==> src/rtl/core/crtb_pkg.sv <==
package crtb_pkg;

  localparam int unsigned NUM_TIMERS = 4;
  localparam int unsigned TIMER_IDX_W = 2;
  localparam int unsigned CYC_W = 13;
  localparam int unsigned CNT_W = 16;
  localparam int unsigned REM_W = 10;
  localparam int unsigned LEN_W = 11;
  localparam int unsigned N_W = 14;
  localparam int unsigned SPAN_W = 17;
  localparam int unsigned OUT_OVF_W = 13;
  localparam int unsigned CTL_W = 5;
  localparam int unsigned CTL_REG_W = 20;
  localparam int unsigned CFG_W = 64;
  localparam int unsigned CFG_IDX_W = 2;
  localparam int unsigned DIV_CNT_W = 4;

  localparam logic [CYC_W-1:0] MAX_STEP = 13'd4096;
  localparam logic [SPAN_W-1:0] PERIOD_FULL = 17'h10000;
  localparam logic [N_W-1:0] OVF_SAT = 14'h1FFF;

  // Register indexes of the configuration port
  localparam logic [CFG_IDX_W-1:0] REG_CONTROLS = 2'd0;
  localparam logic [CFG_IDX_W-1:0] REG_RELOAD = 2'd1;

  // Per-timer control field, enable in the low bit
  typedef struct packed {
    logic [1:0] sel;
    logic       ie;
    logic       cas;
    logic       en;
  } tctl_t;

  typedef struct packed {
    logic                  start;
    logic [N_W-1:0]        dividend;
    logic [SPAN_W-1:0]     divisor;
  } div_req_t;

  typedef struct packed {
    logic           done;
    logic [N_W-1:0] quot;
    logic [N_W-1:0] rem;
  } div_rsp_t;

  function automatic logic [LEN_W-1:0] tick_len(input logic [1:0] sel);
    logic [LEN_W-1:0] len;
    case (sel)
      2'd0:    len = 11'd1;
      2'd1:    len = 11'd64;
      2'd2:    len = 11'd256;
      default: len = 11'd1024;
    endcase
    return len;
  endfunction

  function automatic logic [3:0] tick_shift(input logic [1:0] sel);
    logic [3:0] sh;
    case (sel)
      2'd0:    sh = 4'd0;
      2'd1:    sh = 4'd6;
      2'd2:    sh = 4'd8;
      default: sh = 4'd10;
    endcase
    return sh;
  endfunction

endpackage

==> src/rtl/core/cascaded_reload_timer_bank_unit.sv <==
// Bank of four 16-bit up-counting reload timers, advanced once per input
// transaction by elapsed_cycles (clamped to 4096). A timer that is enabled and
// not cascaded counts through its prescaler (1, 64, 256 or 1024) and keeps the
// leftover cycles; a cascaded timer counts the overflows of the timer below
// it. On overflow a counter restarts from its reload value, and surplus
// increments wrap modulo (0x10000 - reload). Each transaction yields exactly
// one result: the interrupt bits, the overflow count of every timer
// (saturated at 8191) and the counters after the step. The timers are handled
// one after another by a small sequencer around one shared restoring divider
// that resolves the wrap. Each timer passes an evaluate state and a next
// state; one that takes an increment also passes a bump state, and one that
// overflows waits in a divide state while the divider runs its 14 one-bit
// iterations. A done state then loads the output register once it is free.
// in_ready_o is high only while the sequencer is idle, which includes the
// time a finished result still waits in the output register. Configuration
// is written through cfg_we_i / cfg_idx_i / cfg_wdata_i: index 0 holds the
// timer controls (five bits per timer: enable, cascade, interrupt enable,
// two-bit prescaler), index 1 the four reload values, timer 0 in the low bits;
// other indexes are dropped.
module cascaded_reload_timer_bank_unit import crtb_pkg::*; (
  input  logic                 clk_i,
  input  logic                 rst_ni,
  input  logic                 cfg_we_i,
  input  logic [CFG_IDX_W-1:0] cfg_idx_i,
  input  logic [CFG_W-1:0]     cfg_wdata_i,
  input  logic                 in_valid_i,
  output logic                 in_ready_o,
  input  logic [CYC_W-1:0]     elapsed_cycles_i,
  output logic                 out_valid_o,
  input  logic                 out_ready_i,
  output logic [3:0]           irq_bits_o,
  output logic [OUT_OVF_W-1:0] overflows_timer0_o,
  output logic [OUT_OVF_W-1:0] overflows_timer1_o,
  output logic [OUT_OVF_W-1:0] overflows_timer2_o,
  output logic [OUT_OVF_W-1:0] overflows_timer3_o,
  output logic [CNT_W-1:0]     count_timer0_o,
  output logic [CNT_W-1:0]     count_timer1_o,
  output logic [CNT_W-1:0]     count_timer2_o,
  output logic [CNT_W-1:0]     count_timer3_o
);

  localparam logic [2:0] ST_IDLE = 3'd0;
  localparam logic [2:0] ST_EVAL = 3'd1;
  localparam logic [2:0] ST_BUMP = 3'd2;
  localparam logic [2:0] ST_DIV  = 3'd3;
  localparam logic [2:0] ST_NEXT = 3'd4;
  localparam logic [2:0] ST_DONE = 3'd5;

  // Configuration
  logic [CTL_REG_W-1:0] controls_q;
  logic [CFG_W-1:0]     reloads_q;

  // Timer state
  logic [CNT_W-1:0] counters_q [NUM_TIMERS];
  logic [REM_W-1:0] rems_q [NUM_TIMERS];

  // Sequencer
  logic [2:0]             state_q, state_d;
  logic [TIMER_IDX_W-1:0] idx_q, idx_d;
  logic [CYC_W-1:0]       cycles_q, cycles_d;
  logic [N_W-1:0]         n_q, n_d;
  logic [N_W-1:0]         ovf_q, ovf_d;
  logic [N_W-1:0]         carry_q, carry_d;
  logic [N_W-1:0]         ovfs_q [NUM_TIMERS];
  logic [3:0]             irq_q, irq_d;

  // Output register
  logic                 out_valid_q;
  logic [3:0]           out_irq_q;
  logic [N_W-1:0]       out_ovf_q [NUM_TIMERS];
  logic [CNT_W-1:0]     out_cnt_q [NUM_TIMERS];

  // Per-step write strobes into the timer state
  logic             cnt_we, rem_we, ovf_we, out_load;
  logic [CNT_W-1:0] cnt_wdata;
  logic [REM_W-1:0] rem_wdata;

  div_req_t div_req;
  div_rsp_t div_rsp;

  // Current timer view
  tctl_t             ctl;
  logic [CNT_W-1:0]  rel;
  logic [CNT_W-1:0]  cnt;
  logic [LEN_W-1:0]  len;
  logic [CYC_W-1:0]  have;
  logic [CYC_W-1:0]  left;
  logic [SPAN_W-1:0] to_ovf;
  logic [SPAN_W-1:0] span;

  logic in_fire;

  assign in_fire    = in_valid_i && in_ready_o;
  assign in_ready_o = (state_q == ST_IDLE);

  assign ctl    = tctl_t'(controls_q[CTL_W*idx_q +: CTL_W]);
  assign rel    = reloads_q[CNT_W*idx_q +: CNT_W];
  assign cnt    = counters_q[idx_q];
  assign len    = tick_len(ctl.sel);
  assign have   = cycles_q + {{(CYC_W-REM_W){1'b0}}, rems_q[idx_q]};
  assign left   = have - {{(CYC_W-LEN_W){1'b0}}, len};
  assign to_ovf = PERIOD_FULL - {1'b0, cnt};
  assign span   = PERIOD_FULL - {1'b0, rel};

  always_comb begin
    state_d   = state_q;
    idx_d     = idx_q;
    cycles_d  = cycles_q;
    n_d       = n_q;
    ovf_d     = ovf_q;
    carry_d   = carry_q;
    irq_d     = irq_q;
    cnt_we    = 1'b0;
    cnt_wdata = cnt;
    rem_we    = 1'b0;
    rem_wdata = '0;
    ovf_we    = 1'b0;
    out_load  = 1'b0;
    div_req   = '0;

    case (state_q)
      ST_IDLE: begin
        if (in_fire) begin
          // clamp long steps and start with timer 0
          cycles_d = (elapsed_cycles_i > MAX_STEP) ? MAX_STEP : elapsed_cycles_i;
          idx_d    = '0;
          carry_d  = '0;
          irq_d    = '0;
          state_d  = ST_EVAL;
        end
      end
      ST_EVAL: begin
        ovf_d   = '0;
        state_d = ST_NEXT;
        if (ctl.en && !ctl.cas) begin
          rem_we = 1'b1;
          if (have >= {{(CYC_W-LEN_W){1'b0}}, len}) begin
            // a stale remainder still yields at least one increment
            n_d       = N_W'(1) + {1'b0, left >> tick_shift(ctl.sel)};
            rem_wdata = left[REM_W-1:0] & REM_W'(len - 1'b1);
            state_d   = ST_BUMP;
          end else begin
            rem_wdata = have[REM_W-1:0];
          end
        end else if (ctl.en && ctl.cas && (carry_q != '0)) begin
          // several cascaded increments drop the kept remainder
          n_d = carry_q;
          if (carry_q > N_W'(1)) begin
            rem_we    = 1'b1;
            rem_wdata = '0;
          end
          state_d = ST_BUMP;
        end
      end
      ST_BUMP: begin
        if ({{(SPAN_W-N_W){1'b0}}, n_q} >= to_ovf) begin
          // overflow: wrap the surplus modulo the reload span
          div_req.start    = 1'b1;
          div_req.dividend = N_W'({{(SPAN_W-N_W){1'b0}}, n_q} - to_ovf);
          div_req.divisor  = span;
          state_d          = ST_DIV;
        end else begin
          cnt_we    = 1'b1;
          cnt_wdata = cnt + {{(CNT_W-N_W){1'b0}}, n_q};
          state_d   = ST_NEXT;
        end
      end
      ST_DIV: begin
        if (div_rsp.done) begin
          cnt_we    = 1'b1;
          cnt_wdata = rel + {{(CNT_W-N_W){1'b0}}, div_rsp.rem};
          ovf_d     = div_rsp.quot + N_W'(1);
          state_d   = ST_NEXT;
        end
      end
      ST_NEXT: begin
        ovf_we  = 1'b1;
        carry_d = ovf_q;
        if ((ovf_q != '0) && ctl.ie) begin
          irq_d[idx_q] = 1'b1;
        end
        if (idx_q == TIMER_IDX_W'(NUM_TIMERS - 1)) begin
          state_d = ST_DONE;
        end else begin
          idx_d   = idx_q + 1'b1;
          state_d = ST_EVAL;
        end
      end
      ST_DONE: begin
        // hold until the output register is free
        if (!out_valid_q || out_ready_i) begin
          out_load = 1'b1;
          state_d  = ST_IDLE;
        end
      end
      default: begin
        state_d = ST_IDLE;
      end
    endcase
  end

  always_ff @(posedge clk_i or negedge rst_ni) begin
    if (!rst_ni) begin
      state_q     <= ST_IDLE;
      idx_q       <= '0;
      out_valid_q <= 1'b0;
      controls_q  <= '0;
      reloads_q   <= '0;
      for (int i = 0; i < NUM_TIMERS; i++) begin
        counters_q[i] <= '0;
        rems_q[i]     <= '0;
      end
    end else begin
      state_q <= state_d;
      idx_q   <= idx_d;
      if (out_load) begin
        out_valid_q <= 1'b1;
      end else if (out_ready_i) begin
        out_valid_q <= 1'b0;
      end
      if (cfg_we_i && (cfg_idx_i == REG_CONTROLS)) begin
        controls_q <= cfg_wdata_i[CTL_REG_W-1:0];
      end
      if (cfg_we_i && (cfg_idx_i == REG_RELOAD)) begin
        reloads_q <= cfg_wdata_i;
      end
      if (cnt_we) begin
        counters_q[idx_q] <= cnt_wdata;
      end
      if (rem_we) begin
        rems_q[idx_q] <= rem_wdata;
      end
    end
  end

  always_ff @(posedge clk_i) begin
    cycles_q <= cycles_d;
    n_q      <= n_d;
    ovf_q    <= ovf_d;
    carry_q  <= carry_d;
    irq_q    <= irq_d;
    if (ovf_we) begin
      ovfs_q[idx_q] <= ovf_q;
    end
    if (out_load) begin
      out_irq_q <= irq_q;
      for (int i = 0; i < NUM_TIMERS; i++) begin
        out_ovf_q[i] <= (ovfs_q[i] > OVF_SAT) ? OVF_SAT : ovfs_q[i];
        out_cnt_q[i] <= counters_q[i];
      end
    end
  end

  crtb_div u_div (
    .clk_i  (clk_i),
    .rst_ni (rst_ni),
    .req_i  (div_req),
    .rsp_o  (div_rsp)
  );

  assign out_valid_o        = out_valid_q;
  assign irq_bits_o         = out_irq_q;
  assign overflows_timer0_o = out_ovf_q[0][OUT_OVF_W-1:0];
  assign overflows_timer1_o = out_ovf_q[1][OUT_OVF_W-1:0];
  assign overflows_timer2_o = out_ovf_q[2][OUT_OVF_W-1:0];
  assign overflows_timer3_o = out_ovf_q[3][OUT_OVF_W-1:0];
  assign count_timer0_o     = out_cnt_q[0];
  assign count_timer1_o     = out_cnt_q[1];
  assign count_timer2_o     = out_cnt_q[2];
  assign count_timer3_o     = out_cnt_q[3];

  a_start_at_timer0: assert property (@(posedge clk_i) disable iff (!rst_ni)
    in_fire |=> (state_q == ST_EVAL) && (idx_q == '0))
    else $error("transaction did not start at timer 0");

  a_div_only_from_bump: assert property (@(posedge clk_i) disable iff (!rst_ni)
    div_req.start |-> (state_q == ST_BUMP) ##1 (state_q == ST_DIV))
    else $error("divider started outside the bump step");

  a_result_from_done: assert property (@(posedge clk_i) disable iff (!rst_ni)
    out_load |=> out_valid_o && (state_q == ST_IDLE))
    else $error("result register not loaded on completion");

  a_cnt_write_on_step: assert property (@(posedge clk_i) disable iff (!rst_ni)
    cnt_we |-> (state_q == ST_BUMP) || (state_q == ST_DIV && div_rsp.done))
    else $error("counter written outside a bump");

endmodule

==> src/rtl/core/crtb_div.sv <==
// Restoring divider, one quotient bit per cycle.
module crtb_div import crtb_pkg::*; (
  input  logic     clk_i,
  input  logic     rst_ni,
  input  div_req_t req_i,
  output div_rsp_t rsp_o
);

  logic [N_W-1:0]       dvd_q, dvd_d;
  logic [N_W-1:0]       rem_q, rem_d;
  logic [SPAN_W-1:0]    dsr_q, dsr_d;
  logic [DIV_CNT_W-1:0] cnt_q, cnt_d;
  logic                 busy_q, busy_d;
  logic                 done_q, done_d;

  logic [N_W:0]         partial;
  logic                 fits;

  assign partial = {rem_q, dvd_q[N_W-1]};
  assign fits = {{(SPAN_W-N_W-1){1'b0}}, partial} >= dsr_q;

  always_comb begin
    dvd_d  = dvd_q;
    rem_d  = rem_q;
    dsr_d  = dsr_q;
    cnt_d  = cnt_q;
    busy_d = busy_q;
    done_d = 1'b0;
    if (req_i.start) begin
      dvd_d  = req_i.dividend;
      rem_d  = '0;
      dsr_d  = req_i.divisor;
      cnt_d  = DIV_CNT_W'(N_W);
      busy_d = 1'b1;
    end else if (busy_q) begin
      // shift in the next dividend bit, subtract when the divisor fits
      if (fits) begin
        rem_d = N_W'(partial - dsr_q[N_W:0]);
      end else begin
        rem_d = partial[N_W-1:0];
      end
      dvd_d = {dvd_q[N_W-2:0], fits};
      cnt_d = cnt_q - 1'b1;
      if (cnt_q == DIV_CNT_W'(1)) begin
        busy_d = 1'b0;
        done_d = 1'b1;
      end
    end
  end

  always_ff @(posedge clk_i or negedge rst_ni) begin
    if (!rst_ni) begin
      cnt_q  <= '0;
      busy_q <= 1'b0;
      done_q <= 1'b0;
    end else begin
      cnt_q  <= cnt_d;
      busy_q <= busy_d;
      done_q <= done_d;
    end
  end

  always_ff @(posedge clk_i) begin
    dvd_q <= dvd_d;
    rem_q <= rem_d;
    dsr_q <= dsr_d;
  end

  assign rsp_o.done = done_q;
  assign rsp_o.quot = dvd_q;
  assign rsp_o.rem  = rem_q;

  a_done_pulse: assert property (@(posedge clk_i) disable iff (!rst_ni)
    done_q |=> !done_q)
    else $error("divider done held longer than one cycle");

  a_done_after_busy: assert property (@(posedge clk_i) disable iff (!rst_ni)
    $rose(done_q) |-> $past(busy_q) && !busy_q)
    else $error("divider done without a running division");

  a_rem_below_divisor: assert property (@(posedge clk_i) disable iff (!rst_ni)
    done_q |-> {{(SPAN_W-N_W){1'b0}}, rem_q} < dsr_q)
    else $error("divider remainder not below divisor");

endmodule

==> config.mk <==
export PLATFORM = sky130hd
export DESIGN_NAME = cascaded_reload_timer_bank_unit
export DESIGN_NICKNAME = d
export VERILOG_FILES = /design/src/rtl/core/crtb_pkg.sv /design/src/rtl/core/cascaded_reload_timer_bank_unit.sv /design/src/rtl/core/crtb_div.sv
export SDC_FILE = /design/constraint.sdc
export NUM_CORES = 1
export LEC_CHECK = 0
export BUFFER_PORTS_ARGS = -buffer_cell sky130_fd_sc_hd__buf_4
export CAP_MARGIN = 0
export CELL_PAD_IN_SITES_DETAIL_PLACEMENT = 0
export CELL_PAD_IN_SITES_GLOBAL_PLACEMENT = 1
export CORE_MARGIN = 1
export CORE_UTILIZATION = 40
export CTS_BUF_LIST = sky130_fd_sc_hd__clkbuf_16
export CTS_CLUSTER_SIZE = 16
export DETAILED_ROUTE_END_ITERATION = 8
export GPL_ROUTABILITY_DRIVEN = 0
export PLACE_DENSITY_LB_ADDON = 0.2
export SLEW_MARGIN = 20
export SYNTH_ARGS = -nofsm -noshare
export SYNTH_HDL_FRONTEND = slang
export SYNTH_SLANG_ARGS = --single-unit
==> constraint.sdc <==
create_clock -name clk_i -period 9.85 [get_ports clk_i]
set_input_delay 0.4925 -clock clk_i [delete_from_list [all_inputs] [get_ports clk_i]]
set_output_delay 0.4925 -clock clk_i [all_outputs]
set_load 0.01 [all_outputs]
# == Word level (Yosys, flattened, before mapping) ==
# Memory sizes are Yosys's and may differ from the RTL's.
# Index checks and enable logic that the tools add are counted.
# classes
add_sub_neg,13
multipliers,1
div_mod_pow,0
order_cmp,13
eq_ne,16
shifts,3
muxes,80
bitwise,3
n_reduce_logical,30
# ops
op,count
$mux 14,12
$mux 16,5
$bwmux 64,1
$mux 32,2
$shiftx 64x7->16,1
$mux 10,6
$gt 14x13->1 const B,4
$pmux 14 s2,2
$bwmux 40,1
$sub 17x16->17 const A,2
$pmux 11 s3,1
$add 16x14->16,2
$bmux 16 s2,1
$demux 16 s2,1
$pmux 16 s2,1
$mux 4,7
$reduce_bool 14->1,2
$sub 14x14->14,2
$mux 3,8
$mux 1,22
$bmux 10 s2,1
$demux 10 s2,1
$shiftx 20x6->5,1
$pmux 3 s6,1
43 further kinds,72
# totals
ff_bits,308
latchBits,0
ram_bits,176
romBits,0
in_bits,84
out_inout_bits,122
elab_cells,187
mem_count,3
# memory_table
name,words,word_bits,rd,rd_clocked_by_memory_dff,write_ports,line,source
out_cnt_q,4,16,4,0,4,cascaded_reload_timer_bank_unit.sv:71,logic [CNT_W-1:0] out_cnt_q [NUM_TIMERS];
out_ovf_q,4,14,4,0,4,cascaded_reload_timer_bank_unit.sv:70,logic [N_W-1:0] out_ovf_q [NUM_TIMERS];
ovfs_q,4,14,4,0,1,cascaded_reload_timer_bank_unit.sv:64,logic [N_W-1:0] ovfs_q [NUM_TIMERS];

# == Depth between registers and ports, before layout ==
# Gate-level depths: netlist (run 1).
# logic_depth
ltp_word,13
ltp_mapped,28
ltp_nobuf,22

# == Cells and area by module ==
# From an unflattened synthesis (run 1), not the netlist that was laid out.
# unflattened
cells_unflattened,1943
area_unflattened_um2,23722.8
# by_module_without_submodules
module,instances,cells_per_inst,area_per_inst_um2,seq_area_each_um2
cascaded_reload_timer_bank_unit,1,1688,20921.3,11911.4
crtb_div,1,255,2801.4,1361.3

# == Worst setup path after synthesis (run 1) ==
# OpenSTA, ideal clock, no wires.
# synth_path
path_kind,reg2reg
from,reg idx_q[0]
to,"reg n_q[0], enable pin"
setup_time_ps,366
t_arrival_ps,6388
required_ps,9484
slack_ps,3096
path_stages_with_launch,27
n_path_buf,8
synth_period_minus_slack_ps,6754
cell_sequence,dfrtp_1 > buf_6 > buf_12 > buf_12 > buf_2 > buf_1 > buf_1 > mux4_2 > ha_1 > inv_1 > fa_1 > nand2b_1 > a21o_1 > a21o_1 > a21oi_1 > a21o_1 > a21oi_1 > xnor2_1 > ha_1 > nand4_1 > or4_1 > or4_1 > and4_1 > buf_2 > buf_1 > a21oi_1 > and2_1
# synth_between
elab_chain_cells,8
elab_cells_between_ends,19
cone_classes,add/sub: 1; mul: 1; order compare: 1; eq/ne: 3; shift: 1; mux: 4; bitwise: 1; reduce/logical: 7
# synth_rtl
item,line,source
start: declaration,cascaded_reload_timer_bank_unit.sv:59,"logic [TIMER_IDX_W-1:0] idx_q, idx_d;"
start signal: assignment,cascaded_reload_timer_bank_unit.sv:215,idx_q <= idx_d;
"parallel branches: the longest is 7 deep, another holds $ge 13x11->1",n/a,
$reduce_and 3->1 (no line) (*),n/a,
end signal: assignment,cascaded_reload_timer_bank_unit.sv:238,n_q <= n_d;
end: declaration,cascaded_reload_timer_bank_unit.sv:61,"logic [N_W-1:0] n_q, n_d;"
# Mark *: on every way between the ends. The select of a mux whose other input is x is not followed.
# A chain may end at the register's enable or synchronous reset.

# == Worst setup path in the final report (run 1) ==
# layout_path
from,reg idx_q[0]
to,reg n_q[12] (data pin)
# layout_between
elab_chain_cells,11
elab_cells_between_ends,22
cone_classes,add/sub: 3; mul: 1; eq/ne: 2; shift: 2; mux: 10; bitwise: 1; reduce/logical: 3
# layout_rtl
item,line,source
"parallel branches: the longest is 10 deep, another holds $add 1x13->14",n/a,
$mux 14 (*),cascaded_reload_timer_bank_unit.sv:135,if (ctl.en && !ctl.cas) begin
# Marked as above.

==> results of run 1 <==
==> per-stage QoR <==
| stage | utilization | setup slack (ns) |
|---|---|---|
| 6_report | 0.474 | 3.38 |
| 3_5_place_dp | 0.445 | 3.36 |
| 3_3_place_gp | 0.445 | 3.48 |
| 4_1_cts | 0.474 | 3.33 |
| 5_1_grt | 0.474 | 2.89 |
| 2_1_floorplan | - | 3.10 |
==> where the power goes <==
part           total (mW)  switching, mW  leakage (nW)  internal (mW)
clock network        1.92          0.798         0.866           1.12
logic                3.42           2.04          4.98           1.38
registers            2.89          0.320          5.19           2.57
==> worst min path at each step <==
| stage | endpoint | slack, ns | depth (start not counted) |
|---|---|---|---|
| 2_1_floorplan | controls_q[0]$_DFFE_PN0P_ | 0.20 | 0 |
| 3_3_place_gp | irq_bits_o[0]$_DFFE_PP_ | 0.45 | 0 |
| 3_5_place_dp | irq_bits_o[1]$_DFFE_PP_ | 0.45 | 0 |
| 4_1_cts | reloads_q[20]$_DFFE_PN0P_ | 0.07 | 2 |
| 5_1_grt | reloads_q[20]$_DFFE_PN0P_ | 0.09 | 2 |
| 6_report | reloads_q[20]$_DFFE_PN0P_ | 0.11 | 2 |
==> layout make-up <==
class / instances / area [um2]
fillers: 5268 / 30500
flip-flops and latches: 480 / 13300
multi-input cells: 1297 / 9660
repair buffers: 219 / 1660
clock buffers: 52 / 1300
well taps: 765 / 957
clock inverters: 43 / 400
inverters: 69 / 259
==> kinds of logic after synthesis <==
| kind of cell | after synthesis |
|---|---|
| xor+xnor | 96 |
| simple gates | 580 |
| fa+ha+maj | 89 |
| compound gates | 383 |
| flops | 480 |
| buf+inv | 147 |
| mux | 149 |
==> layer usage <==
metal	vias up	routed length, um	GRT usage	share of wire
met3	101	2290	0.0265	0.040
met1	7652	26400	0.264	0.46
li1	7482	-	-	-
met4	0	1570	0.0596	0.027
met5	-	0	0	0
met2	373	27500	0.321	0.48
==> worst max-delay path, cell delays in order (launching register included) <==
cell and delay (ns):
dfrtp_4 0.83, buf_4 0.51, mux4_2 0.73, or2_2 0.46
inv_1 0.31, ha_1 0.24, ha_1 0.18, nand2_1 0.15
o41a_1 0.45, o31a_1 0.35, or2_1 0.28, mux4_2 0.52
inv_1 0.09, ha_1 0.20, inv_1 0.05, nor2_1 0.14
nand3_1 0.19, or4b_1 0.55, nand3_1 0.08
==> placed cells by master, fill, tap and decap left out, drive strengths merged, types with 46 or more instances in the layout <==
| master | netlist | routed |
|---|---|---|
| edfxtp | 266 | 266 |
| buf | 29 | 217 |
| dfrtp | 200 | 200 |
| nand2 | 180 | 180 |
| o21ai | 147 | 147 |
| nor2 | 109 | 109 |
| mux2 | 97 | 97 |
| ha | 84 | 84 |
| inv | 69 | 83 |
| a21oi | 80 | 80 |
| or2 | 67 | 67 |
| clkbuf | 49 | 53 |
| xnor2 | 50 | 50 |
| mux4 | 48 | 48 |
| xor2 | 46 | 46 |
==> flip-flops by register name, summed over array words and instances (netlist names), 13 cells and up <==
signal and flops:
out_cnt_q 64, counters_q 64, n_q 14, u_div.dsr_q 17
u_div.rem_q 14, cycles_q 13, u_div.dvd_q 14, rems_q 40
reloads_q 64, out_ovf_q 52, ovf_q 14, carry_q 14
ovfs_q 56, controls_q 20
==> qor.csv, run 1 <==
stage,metric,value,unit
critical_path,Crit Reg-Reg Startpoint,idx_q[0]$_DFFE_PN0P_,
cells_and_area,post-route cell area,27500,um2
floorplanning,Die Area,60000,um2
critical_path,R2R cell count,18,
placed_design,placed cells,2829,
global_routing,initial antenna violation count,1,
synth,Post-Synthesis Cells,1924,
power,Pwr Density,299,nW/um2
synth,register area share after synthesis,0.562,
critical_path,Crit Path Category,reg2reg,
global_routing,largest net degree at the start of global routing,82,
synth,Yosys cell types,98,
timing,highest clock rate,155,MHz
clock_network,Root Buffer,clkbuf_16,
synth,post-synth top area cell,edfxtp_1,
drt,via count,15600,
critical_path,crit start category,flip-flop,
clock_network,Sink Count,480,
cells_and_area,final net count,2291,
drt,first-pass iteration count of the detailed router,5,
drt,WL final,57.8,mm
synth,syn nets,2097,
cells_and_area,"non-filler cells, final",2925,
timing,crit share post-route,0.656,
critical_path,CP Launch Point,idx_q[0]$_DFFE_PN0P_,
clock_network,Skew-Pair Late Insertion Delay,0.62,ns
critical_path,Worst setup EP type,flip-flop,
synth,Mapped Area,23600,um2
critical_path,worst endpoint required time,10.32,ns
outcome,status,finished clean,
synth,Post-Synth Adder-Cell Area,0.0488,
placed_design,placed cell areas,25800,um2
drt,drc violations,0,
synth,Commonest cells post-synth,"edfxtp_1, dfrtp_1, nand2_1",
hold_path,hold crit path type,in2reg,
floorplanning,chip height,245,um
global_routing,GRT Total Usage,0.194,
synth,Synth Area in Compound Gates,0.104,
timing,final-report hold violation count,0,
timing,Worst Tran Pin Value,1.11,ns
critical_path,crit-path max FO,30,
floorplanning,core area,58000,um2
drt,Vias/cell,5.34,
placed_design,hpwl dp,42.6,mm
power,Max VDD drop,0.000151,V
timing,"Slew Viols, Final",0,
floorplanning,Die X,245,um
floorplanning,Starting Density,0.407,
global_routing,first-pass GRT wire length,90.0,mm
critical_path,worst reg-to-reg setup slack,3.38,ns
critical_path,CP endpoint,n_q[12]$_DFFE_PP_,
synth,Synth async-reset ratio,0.417,
synth,Synth top area share,0.338,
synth,mux cell area share after synthesis,0.0941,
synth,"Top FF cell, synth",edfxtp_1,
critical_path,Critical Path AT,6.94,ns
timing,# setup viols final,0,
power,Tot Pwr,8.23,mW
floorplanning,Row Count,88,
synth,Synth Area in XOR/XNOR,0.0359,
power,Leak,11.0,nW
timing,Hold WS,0.111,ns
timing,Slew headroom,0.256,
synth,flip-flop and latch count after synthesis,480,
drt,Iteration-0 DRC Markers,978,
clock_network,CTS HTree Levels,2,
synth,Simple-Gate Fraction of Synth Area,0.126,
clock_network,"Reg clk slew, reported paths",0.06,ns
timing,Worst Clk Skew,0.0454,ns
synth,main combinational cell family by area after synthesis,simple AND/OR/NAND/NOR gates,
synth,most common cell in the netlist,edfxtp_1,
hold_path,critical hold path startpoint,cfg_wdata_i[20],
clock_network,hold bufs inserted after CTS,1,
clock_network,CTS tree,yes,
cells_and_area,P&R area growth vs syn,16.6,%
timing,RSZ-0062 raised after global routing,no,
clock_network,Inserted Clock Buffers,51,
global_routing,gr ovfl total,0,
drt,WL per Instance,19.8,um
synth,warnings from Yosys,0,
synth,number of flops mapped to enable cells by yosys,266,
clock_network,CTS resizes,0,
global_routing,vias in the first global route,15700,
clock_network,Clock Path Buffers,3,
job,Max Cap Viol,0,
cells_and_area,layout cells sized above 1,0.249,
floorplanning,IO Pins,206,
cells_and_area,n_diodes,0,
synth,Mean Syn Cell Area,12.3,um2
drt,antenna-violating nets left,0,
timing,TNS Setup,0,ns
timing,Period minus WS final,6.47,ns
critical_path,reg2reg end,n_q[12]$_DFFE_PP_,
synth,Synth area leaders,"edfxtp_1, dfrtp_1, mux2_2, mux4_2, ha_1",
placed_design,Port-buffer cells,205,
clock_network,post-CTS setup repair buffer count,0,
(Power assumes the default switching activity.)
==> run 2: changes to the inputs <==
--- a/config.mk
+++ b/config.mk
@@ -5,6 +5,7 @@
 export SDC_FILE = /design/constraint.sdc
 export NUM_CORES = 1
 export LEC_CHECK = 0
+export ABC_AREA = 1
 export BUFFER_PORTS_ARGS = -buffer_cell sky130_fd_sc_hd__buf_4
 export CAP_MARGIN = 0
 export CELL_PAD_IN_SITES_DETAIL_PLACEMENT = 0
==> constraint.sdc (replaced) <==
create_clock -name clk_i -period 6.2 [get_ports clk_i]
set_input_delay 0.31 -clock clk_i [delete_from_list [all_inputs] [get_ports clk_i]]
set_output_delay 0.31 -clock clk_i [all_outputs]
set_load 0.01 [all_outputs]
==> qor.csv, run 2 <==
stage,metric,value,unit
drt,met3 WL post-DR,2.90,mm
timing,highest clock rate,190,MHz
synth,warnings from Yosys,0,
critical_path,Crit Path Category,reg2reg,
drt,drc violations,0,
clock_network,CTS resizes,0,
synth,Mean Syn Cell Area,9.19,um2
floorplanning,Row Count,91,
timing,# setup viols final,0,
cells_and_area,P&R area growth vs syn,18.2,%
synth,flip-flop and latch count after synthesis,480,
synth,"Top FF cell, synth",edfxtp_1,
clock_network,CTS tree,yes,
cells_and_area,fillers,5840,
global_routing,initial antenna violation count,0,
cells_and_area,largest registers,"counters_q x64, out_cnt_q x64, reloads_q x64",
timing,setup ws final,0.944,ns
timing,RSZ-0062 raised after global routing,no,
drt,WL final,69.1,mm
power,Leak,13.5,nW
cells_and_area,"leading cell type in the layout, fill and taps excluded",nand2_1,
hold_path,hold crit path type,in2reg,
floorplanning,core area,61800,um2
drt,Routed met2 length,32.2,mm
drt,max layer used,met4,
clock_network,Inserted Clock Buffers,52,
drt,first-pass iteration count of the detailed router,6,
floorplanning,IO Pins,206,
critical_path,Critical Path AT,5.62,ns
outcome,status,finished clean,
cells_and_area,n_diodes,0,
cells_and_area,most used cells in the layout excluding fill and tap cells,"nand2_1, inv_1, edfxtp_1, buf_4, dfrtp_1",
placed_design,Port-buffer cells,205,
timing,Period minus WS final,5.26,ns
drt,wl on met1,31.3,mm
power,Max VDD drop,0.000415,V
placed_design,placed cells,3704,
timing,"Slew Viols, Final",0,
drt,antenna-violating nets left,0,
clock_network,Skew-Pair Late Insertion Delay,0.62,ns
hold_path,hold depth,3,
global_routing,gr ovfl total,0,
synth,Commonest cells post-synth,"nand2_1, inv_1, edfxtp_1",
placed_design,hpwl dp,50.3,mm
synth,Synth area leaders,"edfxtp_1, dfrtp_1, nand2_1, ha_1, inv_1",
critical_path,crit start category,flip-flop,
drt,WL per Instance,17.9,um
critical_path,R2R cell count,26,
synth,post-synth top area cell,edfxtp_1,
power,Tot Pwr,17.3,mW
synth,register area share after synthesis,0.530,
timing,Worst Clk Skew,0.0298,ns
timing,Worst Tran Pin Value,1.06,ns
cells_and_area,multi-input logic area,10200,um2
cells_and_area,FF/Latch Area,13300,um2
synth,most common cell in the netlist,nand2_1,
floorplanning,Starting Density,0.405,
job,Max Cap Viol,0,
synth,Mapped Area,25000,um2
global_routing,largest net degree at the start of global routing,112,
cells_and_area,layout cells sized above 1,0.162,
critical_path,Worst setup EP type,flip-flop,
timing,Hold WS,0.0281,ns
power,Pwr Density,585,nW/um2
drt,Vias/cell,5.10,
clock_network,Root Buffer,clkbuf_16,
floorplanning,chip height,252,um
drt,Iteration-0 DRC Markers,1409,
clock_network,Sink Count,480,
synth,Yosys cell types,63,
global_routing,vias in the first global route,19500,
floorplanning,Die Area,63600,um2
clock_network,Clock Path Buffers,3,
placed_design,dpl ws,0.944,ns
timing,Slew headroom,0.291,
global_routing,first-pass GRT wire length,108,mm
floorplanning,Die X,252,um
critical_path,worst endpoint required time,6.57,ns
synth,Synth async-reset ratio,0.417,
drt,via count,19700,
cells_and_area,"non-filler cells, final",3862,
synth,number of flops mapped to enable cells by yosys,266,
timing,final-report hold violation count,0,
synth,Post-Synthesis Cells,2726,
synth,syn nets,2899,
global_routing,GRT Total Usage,0.218,
clock_network,CTS HTree Levels,2,
synth,Synth top area share,0.319,
cells_and_area,final net count,3156,
timing,crit share post-route,0.848,
critical_path,crit-path max FO,62,
timing,TNS Setup,0,ns
clock_network,"Reg clk slew, reported paths",0.06,ns
==> run 2: layout make-up <==
class                   count  share of cell area
clock buffers              53              0.0448
multi-input cells        1868               0.344
well taps                 837              0.0354
clock inverters            43              0.0109
inverters                 291              0.0374
flip-flops and latches    480               0.449
repair buffers            290              0.0790
==> run 2: worst paths after layout <==
path | from | to | slack (ns)
worst max-delay path | idx_q[0]$_DFFE_PN0P_ | n_q[6]$_DFFE_PP_ | 0.94
worst min-delay path | elapsed_cycles_i[4] | cycles_q[4]$_SDFFCE_PN0P_ | 0.03
worst max register to register | idx_q[0]$_DFFE_PN0P_ | n_q[6]$_DFFE_PP_ | 0.94
worst min register to register | irq_q[3]$_SDFFCE_PN0P_ | irq_bits_o[3]$_DFFE_PP_ | 0.45
max in group asynchronous | rst_ni | rems_q[10]$_DFFE_PN0P_ | 4.55
min in group asynchronous | rst_ni | reloads_q[26]$_DFFE_PN0P_ | 0.35
==> run 2: kinds of logic (layout without fill, tap and decap cells) <==
logic type / after synthesis / count (layout) / synth area share
buf+inv: 378 / 677 / 0.0647
flops: 480 / 480 / 0.530
xor+xnor: 69 / 69 / 0.0244
mux: 47 / 47 / 0.0210
simple gates: 1287 / 1287 / 0.229
compound gates: 376 / 376 / 0.0853
fa+ha+maj: 89 / 89 / 0.0460
==> run 2: metal layers <==
metal | up-vias | GRT usage
met5 | - | 0
met4 | 0 | 0.0873
met3 | 141 | 0.0290
met2 | 507 | 0.353
met1 | 9414 | 0.295
li1 | 9640 | -
==> run 2: metrics by stage <==
step / instance area (um2) / utilization
CTS: 29600 / 0.478
global route: 29600 / 0.479
finish: 29600 / 0.479
detailed placement: 27300 / 0.442
floorplan: 25000 / -
global placement: 27300 / 0.442
==> run 2: report_power, final <==
group          total (mW)  internal [mW]  switching (mW)
Clock                3.02           1.69            1.32
Sequential           4.69           4.19           0.500
Combinational        9.61           3.15            6.46
==> run 2: worst max-delay path: stages, from the launching register on <==
cell	delay, ns
dfrtp_4	0.60
inv_6	0.42
o21ai_0	0.14
o22ai_1	0.16
ha_1	0.24
inv_1	0.07
fa_1	0.38
inv_1	0.10
nand3_1	0.09
nand3_1	0.13
a31o_2	0.19
xor2_1	0.22
ha_1	0.31
nand3_1	0.14
nand2_1	0.06
o21ai_0	0.35
nand3_1	0.21
nand3_1	0.16
inv_1	0.06
nor2_2	0.13
ha_1	0.22
inv_1	0.08
nor2_1	0.18
nand2_1	0.11
xor2_1	0.15
nand2_1	0.05
nand2_1	0.05
==> run 2: what timing repair did <==
action | in CTS | in global routing
setup buffers | 0 | 0
hold buffers | 62 | 0
setup endpoints to repair | 0 | 0
hold endpoints to repair | 180 | 0
